--- src/hw/rtl/positional_list_store_assert.svh ---
// Assertion macros used by the list store RTL.
`ifndef POSITIONAL_LIST_STORE_ASSERT_SVH
`define POSITIONAL_LIST_STORE_ASSERT_SVH

// Checks that an expression holds at every rising clock edge outside reset.
`define PLS_ASSERT_ALWAYS(lbl, clk, rstn, expr) \
  lbl: assert property (@(posedge clk) disable iff (!rstn) (expr)) \
    else $error("list store assertion failed");

// Checks that a condition in one cycle implies another in the next cycle.
`define PLS_ASSERT_NEXT(lbl, clk, rstn, ante, cons) \
  lbl: assert property (@(posedge clk) disable iff (!rstn) (ante) |=> (cons)) \
    else $error("list store assertion failed");

`endif

--- src/hw/rtl/pls_pkg.sv ---
// Package with the command codes, status codes and request types of the list store.
package pls_pkg;

  // Default number of entries in the store.
  localparam int CAPACITY_DEF = 16;

  // Command codes.
  localparam logic [2:0] CMD_PUSH_BACK  = 3'd0;
  localparam logic [2:0] CMD_PUSH_FRONT = 3'd1;
  localparam logic [2:0] CMD_INSERT     = 3'd2;
  localparam logic [2:0] CMD_ERASE      = 3'd3;
  localparam logic [2:0] CMD_READ       = 3'd4;

  // Status codes.
  localparam logic [1:0] ST_OK     = 2'd0;
  localparam logic [1:0] ST_BADPOS = 2'd1;
  localparam logic [1:0] ST_FULL   = 2'd2;

  // One command as it enters the store.
  typedef struct packed {
    logic [2:0]         cmd;
    logic [7:0]         position;
    logic signed [31:0] value;
  } req_t;

  // One result as it leaves the store.
  typedef struct packed {
    logic signed [31:0] read_value;
    logic [8:0]         count;
    logic [1:0]         status;
  } rsp_t;

endpackage

--- src/hw/rtl/pls_in_if.sv ---
// Command channel interface of the list store.
interface pls_in_if;
  import pls_pkg::*;

  logic               valid;
  logic               ready;
  logic [2:0]         cmd;
  logic [7:0]         position;
  logic signed [31:0] value;

  modport source (output valid, output cmd, output position, output value, input ready);
  modport sink   (input valid, input cmd, input position, input value, output ready);
endinterface

--- src/hw/rtl/pls_out_if.sv ---
// Result channel interface of the list store.
interface pls_out_if;
  import pls_pkg::*;

  logic               valid;
  logic               ready;
  logic signed [31:0] read_value;
  logic [8:0]         count;
  logic [1:0]         status;

  modport source (output valid, output read_value, output count, output status, input ready);
  modport sink   (input valid, input read_value, input count, input status, output ready);
endinterface

--- src/hw/rtl/pls_store.sv ---
// Register array of list elements with the shift logic for one command per cycle while enabled.
`include "positional_list_store_assert.svh"

module pls_store #(
  parameter int CAPACITY = pls_pkg::CAPACITY_DEF
) (
  input  logic          clk,
  input  logic          rst_n,
  input  logic          en,
  input  pls_pkg::req_t req,
  output pls_pkg::rsp_t rsp
);
  import pls_pkg::*;

  localparam int IDX_W = (CAPACITY > 1) ? $clog2(CAPACITY) : 1;
  localparam int CNT_W = $clog2(CAPACITY + 1);

  logic signed [31:0] elem_r [CAPACITY];
  logic [CNT_W-1:0]   cnt_r;
  logic [CNT_W-1:0]   cnt_nxt;

  logic [8:0] cnt9;
  logic [8:0] pos9;
  logic       full;
  logic       pos_ok;
  logic       shift_up;
  logic       shift_down;
  logic       append;
  logic [8:0] split;

  assign cnt9   = 9'(cnt_r);
  assign pos9   = {1'b0, req.position};
  assign full   = (cnt_r == CNT_W'(CAPACITY));
  assign pos_ok = (pos9 < cnt9);

  // Decode the command into array moves, the count update and the result.
  always_comb begin
    shift_up       = 1'b0;
    shift_down     = 1'b0;
    append         = 1'b0;
    split          = pos9;
    cnt_nxt        = cnt_r;
    rsp.read_value = '0;
    rsp.status     = ST_OK;
    unique case (req.cmd)
      CMD_PUSH_BACK: begin
        if (full) begin
          rsp.status = ST_FULL;
        end else begin
          append  = 1'b1;
          cnt_nxt = cnt_r + 1'b1;
        end
      end
      CMD_PUSH_FRONT: begin
        split = '0;
        if (full) begin
          rsp.status = ST_FULL;
        end else begin
          shift_up = 1'b1;
          cnt_nxt  = cnt_r + 1'b1;
        end
      end
      CMD_INSERT: begin
        if (!pos_ok) begin
          rsp.status = ST_BADPOS;
        end else if (full) begin
          rsp.status = ST_FULL;
        end else begin
          shift_up = 1'b1;
          cnt_nxt  = cnt_r + 1'b1;
        end
      end
      CMD_ERASE: begin
        if (!pos_ok) begin
          rsp.status = ST_BADPOS;
        end else begin
          shift_down = 1'b1;
          cnt_nxt    = cnt_r - 1'b1;
        end
      end
      CMD_READ: begin
        if (!pos_ok) begin
          rsp.read_value = -32'sd1;
          rsp.status     = ST_BADPOS;
        end else begin
          rsp.read_value = elem_r[req.position[IDX_W-1:0]];
        end
      end
      default: begin
      end
    endcase
    rsp.count = 9'(cnt_nxt);
  end

  // Each entry takes the new value, its lower neighbor or its upper neighbor, or holds.
  for (genvar i = 0; i < CAPACITY; i++) begin : g_entry
    localparam logic [8:0] IDX = 9'(i);
    always_ff @(posedge clk) begin
      if (en) begin
        if (shift_up && IDX >= split) begin
          if (IDX == split) begin
            elem_r[i] <= req.value;
          end else begin
            elem_r[i] <= elem_r[(i > 0) ? i - 1 : 0];
          end
        end else if (append && IDX == cnt9) begin
          elem_r[i] <= req.value;
        end else if (shift_down && IDX >= split && i < CAPACITY - 1) begin
          elem_r[i] <= elem_r[(i < CAPACITY - 1) ? i + 1 : i];
        end
      end
    end
  end

  // Element count.
  always_ff @(posedge clk) begin
    if (!rst_n) begin
      cnt_r <= '0;
    end else if (en) begin
      cnt_r <= cnt_nxt;
    end
  end

  `PLS_ASSERT_ALWAYS(a_cnt_bound, clk, rst_n, cnt_r <= CNT_W'(CAPACITY))
  `PLS_ASSERT_NEXT(a_full_holds, clk, rst_n, en && rsp.status == ST_FULL, $stable(cnt_r))
  `PLS_ASSERT_NEXT(a_push_grows, clk, rst_n,
    en && rsp.status == ST_OK && (req.cmd == CMD_PUSH_BACK || req.cmd == CMD_PUSH_FRONT),
    cnt_r == CNT_W'($past(cnt_r) + 1'b1))
  `PLS_ASSERT_NEXT(a_erase_shrinks, clk, rst_n,
    en && rsp.status == ST_OK && req.cmd == CMD_ERASE,
    cnt_r == CNT_W'($past(cnt_r) - 1'b1))

endmodule

--- src/hw/rtl/positional_list_store.sv ---
// Top level of the list store: request register, element store and result register.
// An accepted request is held in the request register until the result register
// can take it. Throughput: one request per cycle while results are taken; the element
// array updates in the same cycle the request moves into the result register.
// The result register lets a new request in while a result waits to be taken.
// Reset clears the element count and both valid flags; element contents are not cleared.
module positional_list_store #(
  parameter int CAPACITY = pls_pkg::CAPACITY_DEF
) (
  input logic    clk,
  input logic    rst_n,
  pls_in_if.sink   in_ch,
  pls_out_if.source out_ch
);
  import pls_pkg::*;

  logic s1_valid_r;
  logic s1_valid_nxt;
  req_t s1_req_r;
  logic out_valid_r;
  logic out_valid_nxt;
  rsp_t out_rsp_r;
  rsp_t rsp;
  logic advance;
  logic take;

  // The request register moves on when the result register is free or is being emptied.
  // No request is taken while reset is held.
  assign advance     = s1_valid_r && (!out_valid_r || out_ch.ready);
  assign in_ch.ready = rst_n && (!s1_valid_r || advance);
  assign take        = in_ch.valid && in_ch.ready;

  always_comb begin
    s1_valid_nxt  = take ? 1'b1 : (advance ? 1'b0 : s1_valid_r);
    out_valid_nxt = advance ? 1'b1 : (out_ch.ready ? 1'b0 : out_valid_r);
  end

  // Valid flags.
  always_ff @(posedge clk) begin
    if (!rst_n) begin
      s1_valid_r  <= 1'b0;
      out_valid_r <= 1'b0;
    end else begin
      s1_valid_r  <= s1_valid_nxt;
      out_valid_r <= out_valid_nxt;
    end
  end

  // Payload registers.
  always_ff @(posedge clk) begin
    if (take) begin
      s1_req_r.cmd      <= in_ch.cmd;
      s1_req_r.position <= in_ch.position;
      s1_req_r.value    <= in_ch.value;
    end
    if (advance) begin
      out_rsp_r <= rsp;
    end
  end

  pls_store #(
    .CAPACITY(CAPACITY)
  ) u_store (
    .clk  (clk),
    .rst_n(rst_n),
    .en   (advance),
    .req  (s1_req_r),
    .rsp  (rsp)
  );

  assign out_ch.valid      = out_valid_r;
  assign out_ch.read_value = out_rsp_r.read_value;
  assign out_ch.count      = out_rsp_r.count;
  assign out_ch.status     = out_rsp_r.status;

endmodule

--- src/flat_wrapper.sv ---
// flat-port wrapper written by rule: the top's interface ports become plain ports
module positional_list_store_flat import pls_pkg::*;
#(
  parameter int CAPACITY = pls_pkg::CAPACITY_DEF
)
  (clk, rst_n, in_ch_valid, in_ch_cmd, in_ch_position, in_ch_value, in_ch_ready, out_ch_valid, out_ch_read_value, out_ch_count, out_ch_status, out_ch_ready);
  pls_in_if in_ch_i ();
  pls_out_if out_ch_i ();
  input logic clk;
  input logic rst_n;
  input wire logic [$bits(in_ch_i.valid)-1:0] in_ch_valid;
  input wire logic [$bits(in_ch_i.cmd)-1:0] in_ch_cmd;
  input wire logic [$bits(in_ch_i.position)-1:0] in_ch_position;
  input wire logic [$bits(in_ch_i.value)-1:0] in_ch_value;
  output wire logic [$bits(in_ch_i.ready)-1:0] in_ch_ready;
  output wire logic [$bits(out_ch_i.valid)-1:0] out_ch_valid;
  output wire logic [$bits(out_ch_i.read_value)-1:0] out_ch_read_value;
  output wire logic [$bits(out_ch_i.count)-1:0] out_ch_count;
  output wire logic [$bits(out_ch_i.status)-1:0] out_ch_status;
  input wire logic [$bits(out_ch_i.ready)-1:0] out_ch_ready;
  assign in_ch_i.valid = in_ch_valid;
  assign in_ch_i.cmd = in_ch_cmd;
  assign in_ch_i.position = in_ch_position;
  assign in_ch_i.value = in_ch_value;
  assign in_ch_ready = in_ch_i.ready;
  assign out_ch_valid = out_ch_i.valid;
  assign out_ch_read_value = out_ch_i.read_value;
  assign out_ch_count = out_ch_i.count;
  assign out_ch_status = out_ch_i.status;
  assign out_ch_i.ready = out_ch_ready;
  positional_list_store #(.CAPACITY(CAPACITY)) u_core (.clk(clk), .rst_n(rst_n), .in_ch(in_ch_i), .out_ch(out_ch_i));
endmodule
--- config.mk ---
export PLATFORM = sky130hd
export DESIGN_NAME = positional_list_store_flat
export DESIGN_NICKNAME = d
export VERILOG_FILES = /design/src/hw/rtl/pls_pkg.sv /design/src/hw/rtl/pls_in_if.sv /design/src/hw/rtl/pls_out_if.sv /design/src/hw/rtl/pls_store.sv /design/src/hw/rtl/positional_list_store.sv /design/src/flat_wrapper.sv
export VERILOG_INCLUDE_DIRS = /design/src /design/src/hw/rtl
export SDC_FILE = /design/constraint.sdc
export NUM_CORES = 1
export LEC_CHECK = 0
export BUFFER_PORTS_ARGS = -buffer_cell sky130_fd_sc_hd__buf_2
export CORE_MARGIN = 1.5
export CORE_UTILIZATION = 45
export DETAILED_ROUTE_END_ITERATION = 7
export PLACE_DENSITY = 0.67
export REMOVE_ABC_BUFFERS = 1
export SKIP_CTS_REPAIR_TIMING = 1
export SKIP_LAST_GASP = 1
export SYNTH_ARGS = -nofsm -noshare
export SYNTH_HDL_FRONTEND = slang
export SYNTH_SLANG_ARGS = --single-unit
--- constraint.sdc ---
create_clock -name clk -period 7.2 [get_ports clk]
set_clock_uncertainty 0.05 [all_clocks]
set_input_delay 1.44 -clock clk [delete_from_list [all_inputs] [get_ports clk]]
set_output_delay 1.44 -clock clk [all_outputs]
set_load 0.01 [all_outputs]
* Yosys cells after proc, flatten, opt, wreduce, memory -nomap -nowiden
Memory sizes are Yosys's and may differ from the RTL's. A register that Yosys moved wholly into a read port is not among the register bits.
Index checks and enable logic that the tools add are counted.
** Word-level totals
- Memory bits (writable) :: 512
- Memories kept :: 1
- Input port bits :: 47
- Logic and storage cells :: 507
- Register bits :: 89
** Cells by class
- Bitwise logic cells :: 47
- Add/subtract/negate cells :: 2
- Eq/ne operators :: 35
- Reductions and logical operators :: 61
- Order comparisons :: 17
- Multiplexer cells :: 335
** Memories
- u_core.u_store.elem_r :: depth 16, bits a word 32, rd ports 17, clocked after Yosys merged registers in 1, write ports 16, line pls_store.sv:18 : logic signed [31:0] elem_r [CAPACITY];
** Operators by type and width (number)
- 32-bit 2-to-1 mux :: 48
- 1-bit 2-to-1 mux :: 277
- 4-bit by 9-bit == test with 1-bit output, first input constant :: 8
- 4-bit by 9-bit greater-or-equal comparator with 1-bit output, first input constant :: 8
- 1-bit logical AND :: 50
- 1-bit OR :: 47
- 4-bit by 5-bit == test with 1-bit output, first input constant :: 8
- 3-bit by 9-bit == test with 1-bit output, first input constant :: 4
- 3-bit by 9-bit greater-or-equal comparator with 1-bit output, first input constant :: 4
- 3-bit by 5-bit == test with 1-bit output, first input constant :: 4
- 2-bit by 9-bit == test with 1-bit output, first input constant :: 2
- 1-bit by 9-bit greater-or-equal comparator with 1-bit output, first input constant :: 2
- 2-bit by 9-bit greater-or-equal comparator with 1-bit output, first input constant :: 2
- 9-bit logical NOT :: 2
- 5-bit 2-to-1 mux :: 3
- 5-bit one-hot mux with 3 select lines :: 1
- 2-bit by 5-bit == test with 1-bit output, first input constant :: 2
- 1-bit by 9-bit == test with 1-bit output, first input constant :: 1
- 8-bit by 5-bit less-than comparator with 1-bit output :: 1
- 8-bit 2-to-1 mux :: 1
- 3-bit by 2-bit == test with 1-bit output, second input constant :: 2
- 2-bit one-hot mux with 3 select lines :: 1
- 5-bit by 1-bit adder with 5-bit output, second input constant :: 1
- 1-bit by 5-bit == test with 1-bit output, first input constant :: 1
- other kinds (12) :: 17

* Depth between registers and ports, before layout
- Depth in word-level cells :: 11
- Mapped depth :: 12
- Gate-level depth less buffers :: 8

* Modules after synthesis
From an unflattened synthesis, not the netlist that was laid out.
** Second synthesis, totals
- Cells, all modules :: 3105
- Area total of the unflattened synthesis :: 33333.2 µm²
** By module, submodules not included
- pls_store :: cells an instance 3009, area an instance 30654.4 µm², sequential area each 15474.8 µm², instances 1
- positional_list_store :: cells an instance 96, area an instance 2678.8 µm², sequential area each 2622.5 µm², instances 1

* Worst setup path before layout
No wires, ideal clock.
- Path type :: input -> register
- Start :: input out_ch_ready
- End :: memory u_core.u_store.elem_r[10][0], enable pin
- Required time :: 6617 ps
- Buffers on the path :: 0
- Arrival time :: 5947 ps
- Cell stages on the path :: 5
- Path slack :: 670 ps
- Cells stage by stage :: nand2b_1 -> nand2_1 -> nor2_1 -> nand2_1 -> o311ai_0
** RTL lines
- from (decl) :: line flat_wrapper.sv:20 : input wire logic [$bits(out_ch_i.ready)-1:0] out_ch_ready;
- to (decl) :: line pls_store.sv:18

==> out/qor.log <==
qor: synthesis.main_combinational_cell_family_by_area_after_synthesis simple AND/OR/NAND/NOR gates
qor: synthesis.synth_top_area_frac 0.538
qor: placed_design.postPlaceCellArea 34300 um2
qor: timing.timing_max_transition_violations_final 0
qor: cells_and_area.layout-drive-gt1-share 0.161
qor: global_routing.grt-ovfl-total 0
qor: min_path.worstHoldPathCells 2
qor: global_routing.first_pass_grt_wire_length 145000 um
qor: cells_and_area.area_added_between_synthesis_and_finish 10.1%
qor: timing.relSlewSlack 0.193
qor: floorplanning.num_io_pins 92
qor: cts.cts_tree done
qor: setup_path.start_kind register
qor: drt.drt_iter0_drc 3859
qor: pwr.max-vdd-ir-drop 0.163 mV
qor: setup_path.cp-end-kind register
qor: floorplanning.dieArea 75300 um2
qor: setup_path.reg2reg_slack 2.47 ns
qor: cts.cts-buffers-inserted 69
qor: floorplanning.row_count 99
qor: drt.ant_nets 0
qor: cells_and_area.post_route_cell_area 36500 um2
qor: pwr.report.power.total 8.06 mW
qor: synthesis.synth.yosys.warnings 0
qor: cells_and_area.final_cell_count_no_fill 4037
qor: timing.max_slew.worst_pin.slew 1.21 ns
qor: synthesis.synth_simple_gate_area_frac 0.167
qor: floorplanning.die_height 274 um
qor: run.maxCapViolCount 0
qor: synthesis.synth_cells 3109
qor: floorplanning.die-width 274 um
qor: cts.max_root_sink_buffers 3
qor: floorplanning.core_area 73000 um2
qor: synthesis.synth_top_area_cell edfxtp_1
qor: timing.finalHoldWorstSlack 0.520 ns
qor: pwr.pwr_density_cell 221 nW/um2
qor: floorplanning.initial_utilization 0.454
qor: cells_and_area.multi_input_comb_area 14200 um2
qor: drt.detailedRoute.firstPassIterationCount 6
qor: placed_design.pre_cts_ws 2.17 ns
qor: cts.cts_h_tree_lvls 3
qor: setup_path.worstPathRequired 7.39 ns
qor: cells_and_area.fillCellCount 6341
qor: timing.fin_crit 4.73 ns
qor: drt.drt-wirelength-per-cell 23.4 um
qor: placed_design.routabilityCongestion 0.880
qor: cts.clockRootBuffer clkbuf_16
qor: min_path.worstHoldPathType register to register
qor: synthesis.yosysUniqueCellTypes 66
qor: placed_design.portBuffers 87
qor: cts.numClockSinks 605
qor: drt.remaining_drc_errors 0
qor: synthesis.synth.mux.area_fraction 0.142
qor: global_routing.gr-usage-all-layers 0.251
qor: setup_path.path_max_fanout 65
qor: timing.period_share 0.657
qor: setup_path.critical_setup_path_class register to register
qor: timing.finalSetupViolCount 0
qor: synthesis.synth_flop_cell edfxtp_1
qor: synthesis.synth.cell_area 33100 um2
qor: cts.clkLatencyLatePin 0.63 ns
qor: setup_path.cell_depth_of_the_worst_flop_to_flop_path 7
qor: synthesis.synth_xor_area_frac 0.000793
qor: timing.hold_violations 0
qor: placed_design.dp.final_hpwl 64000 um
qor: placed_design.dp_cells 3918
qor: drt.vias 25311
qor: synthesis.synth.yosys.seq_area_share 0.545
qor: outcome.status complete, no violations
qor: cts.cts.clk_slew.worst_paths 0.06 ns
qor: drt.drt-vias-per-instance 6.27
qor: timing.setup_slack 2.47 ns
qor: cells_and_area.register_area 18100 um2
qor: synthesis.synth.area.top_cells edfxtp_1, mux4_2, nand2_1
qor: drt.route.final.wire_length 94500 um
qor: synthesis.synth_edf_count 594
qor: setup_path.critical_path_arrival 4.93 ns
qor: cells_and_area.layout.nets 3087
qor: pwr.leakage 12.7 nW
qor: synthesis.synth_seq_cells 605
qor: synthesis.post_synthesis_compound_gate_area_fraction 0.107
qor: global_routing.first_global_vias 22925
qor: synthesis.synth-adder-area-share 0.00378
qor: timing.rsz_0062_raised_after_global_routing false
qor: global_routing.grt_start_max_net_pins 129
qor: synthesis.synth_async_sr_flop_share 0
qor: global_routing.antenna_violations_before_repair 7
qor: synthesis.syn_area_per_cell 10.7 um2
qor: timing.fmax 211 MHz
==> state kept, by name, indices dropped and copies added, names as in the netlist, named ones only <==
register,flops
u_core.u_store.elem_r,512
u_core.s1_req_r,43
u_core.out_ch.read_value,32
u_core.out_ch.count,5
u_core.u_store.cnt_r,5
u_core.out_ch.status,2
u_core.out_ch.valid,1
u_core.s1_valid_r,1
==> routing by layer <==
layer / global-route usage / vias up / share of wire
li1: - / 11300 / -
met1: 0.384 / 12256 / 0.43
met2: 0.350 / 1646 / 0.42
met3: 0.0652 / 107 / 0.14
met4: 0.0685 / 2 / 0.019
met5: 0 / - / 0.00020
==> critical path: stages (launching register included) <==
cell,delay [ns]
dfxtp_1,0.66
inv_1,0.22
ha_1,0.33
o211ai_1,0.11
o21ai_1,0.24
a2111oi_4,0.82
nand2_2,0.88
nand3_2,1.03
==> placed cells by master, fill, tap and decap left out, types with 5 or more instances in the layout <==
master and instances:
nand2_1 793, edfxtp_1 594, nor2_1 492, a31oi_1 388
mux4_2 160, buf_2 87, clkbuf_16 72, mux2_2 49
a21oi_1 45, nor2b_1 36, buf_4 36, a221o_1 33
mux2i_1 32, nand3_1 19, mux2_1 19, nand2_2 13
clkbuf_1 13, clkinv_1 11, nand3_2 10, ha_1 10
clkinv_2 10, o21ai_0 9, inv_1 8, dfxtp_1 7
a21o_1 6, a21oi_4 6, o211ai_1 5, nor3_1 5
nor4_1 5, and3_1 5, a31oi_4 5, bufinv_16 5
==> worst paths after layout <==
check	start	endpoint
max	u_core.u_store.cnt_r[2]	u_core.u_store.elem_r[2][16]
min	u_core.s1_valid_r	u_core.out_ch.valid
max reg2reg	u_core.u_store.cnt_r[2]	u_core.u_store.elem_r[2][16]
min reg2reg	u_core.s1_valid_r	u_core.out_ch.valid
==> power breakdown <==
group	internal (mW)	switching (mW)
logic	0.261	0.299
clock network	2.03	1.44
registers	3.93	0.0949
==> logic make-up after synthesis <==
logic type | Yosys count
flip-flops | 605
AND/OR/NAND/NOR | 1405
other | 1
adder cells (fa/ha/maj) | 10
XOR/XNOR | 3
multiplexers | 260
AO/OA/AOI/OAI | 537
buffers and inverters | 288
==> area by class of cell <==
cell class / count / area share
sequential: 605 / 0.495
multi-input combinational: 2219 / 0.390
clock buffer: 88 / 0.0519
tap: 959 / 0.0329
timing repair buffer: 125 / 0.0204
clock inverter: 30 / 0.00779
inverter: 10 / 0.00103
antenna: 1 / 0.0000686
==> synth_stat cells (25+ instances only) <==
cell / number
nand2_1: 806
edfxtp_1: 594
nor2_1: 493
a31oi_1: 393
clkbuf_1: 233
mux4_2: 160
a21oi_1: 51
mux2_2: 49
nor2b_1: 37
a221o_1: 33
mux2i_1: 32
nand3_1: 29
buf_2: 25
==> stage by stage <==
| stage | utilization | setup TNS, ns |
|---|---|---|
| 2_1_floorplan | - | -68.90 |
| 3_3_place_gp | 0.470 | 0 |
| 3_5_place_dp | 0.470 | 0 |
| 4_1_cts | 0.500 | 0 |
| 5_1_grt | 0.500 | 0 |
| 6_report | 0.500 | 0 |
Note: power is estimated with default switching activity, not from simulation.
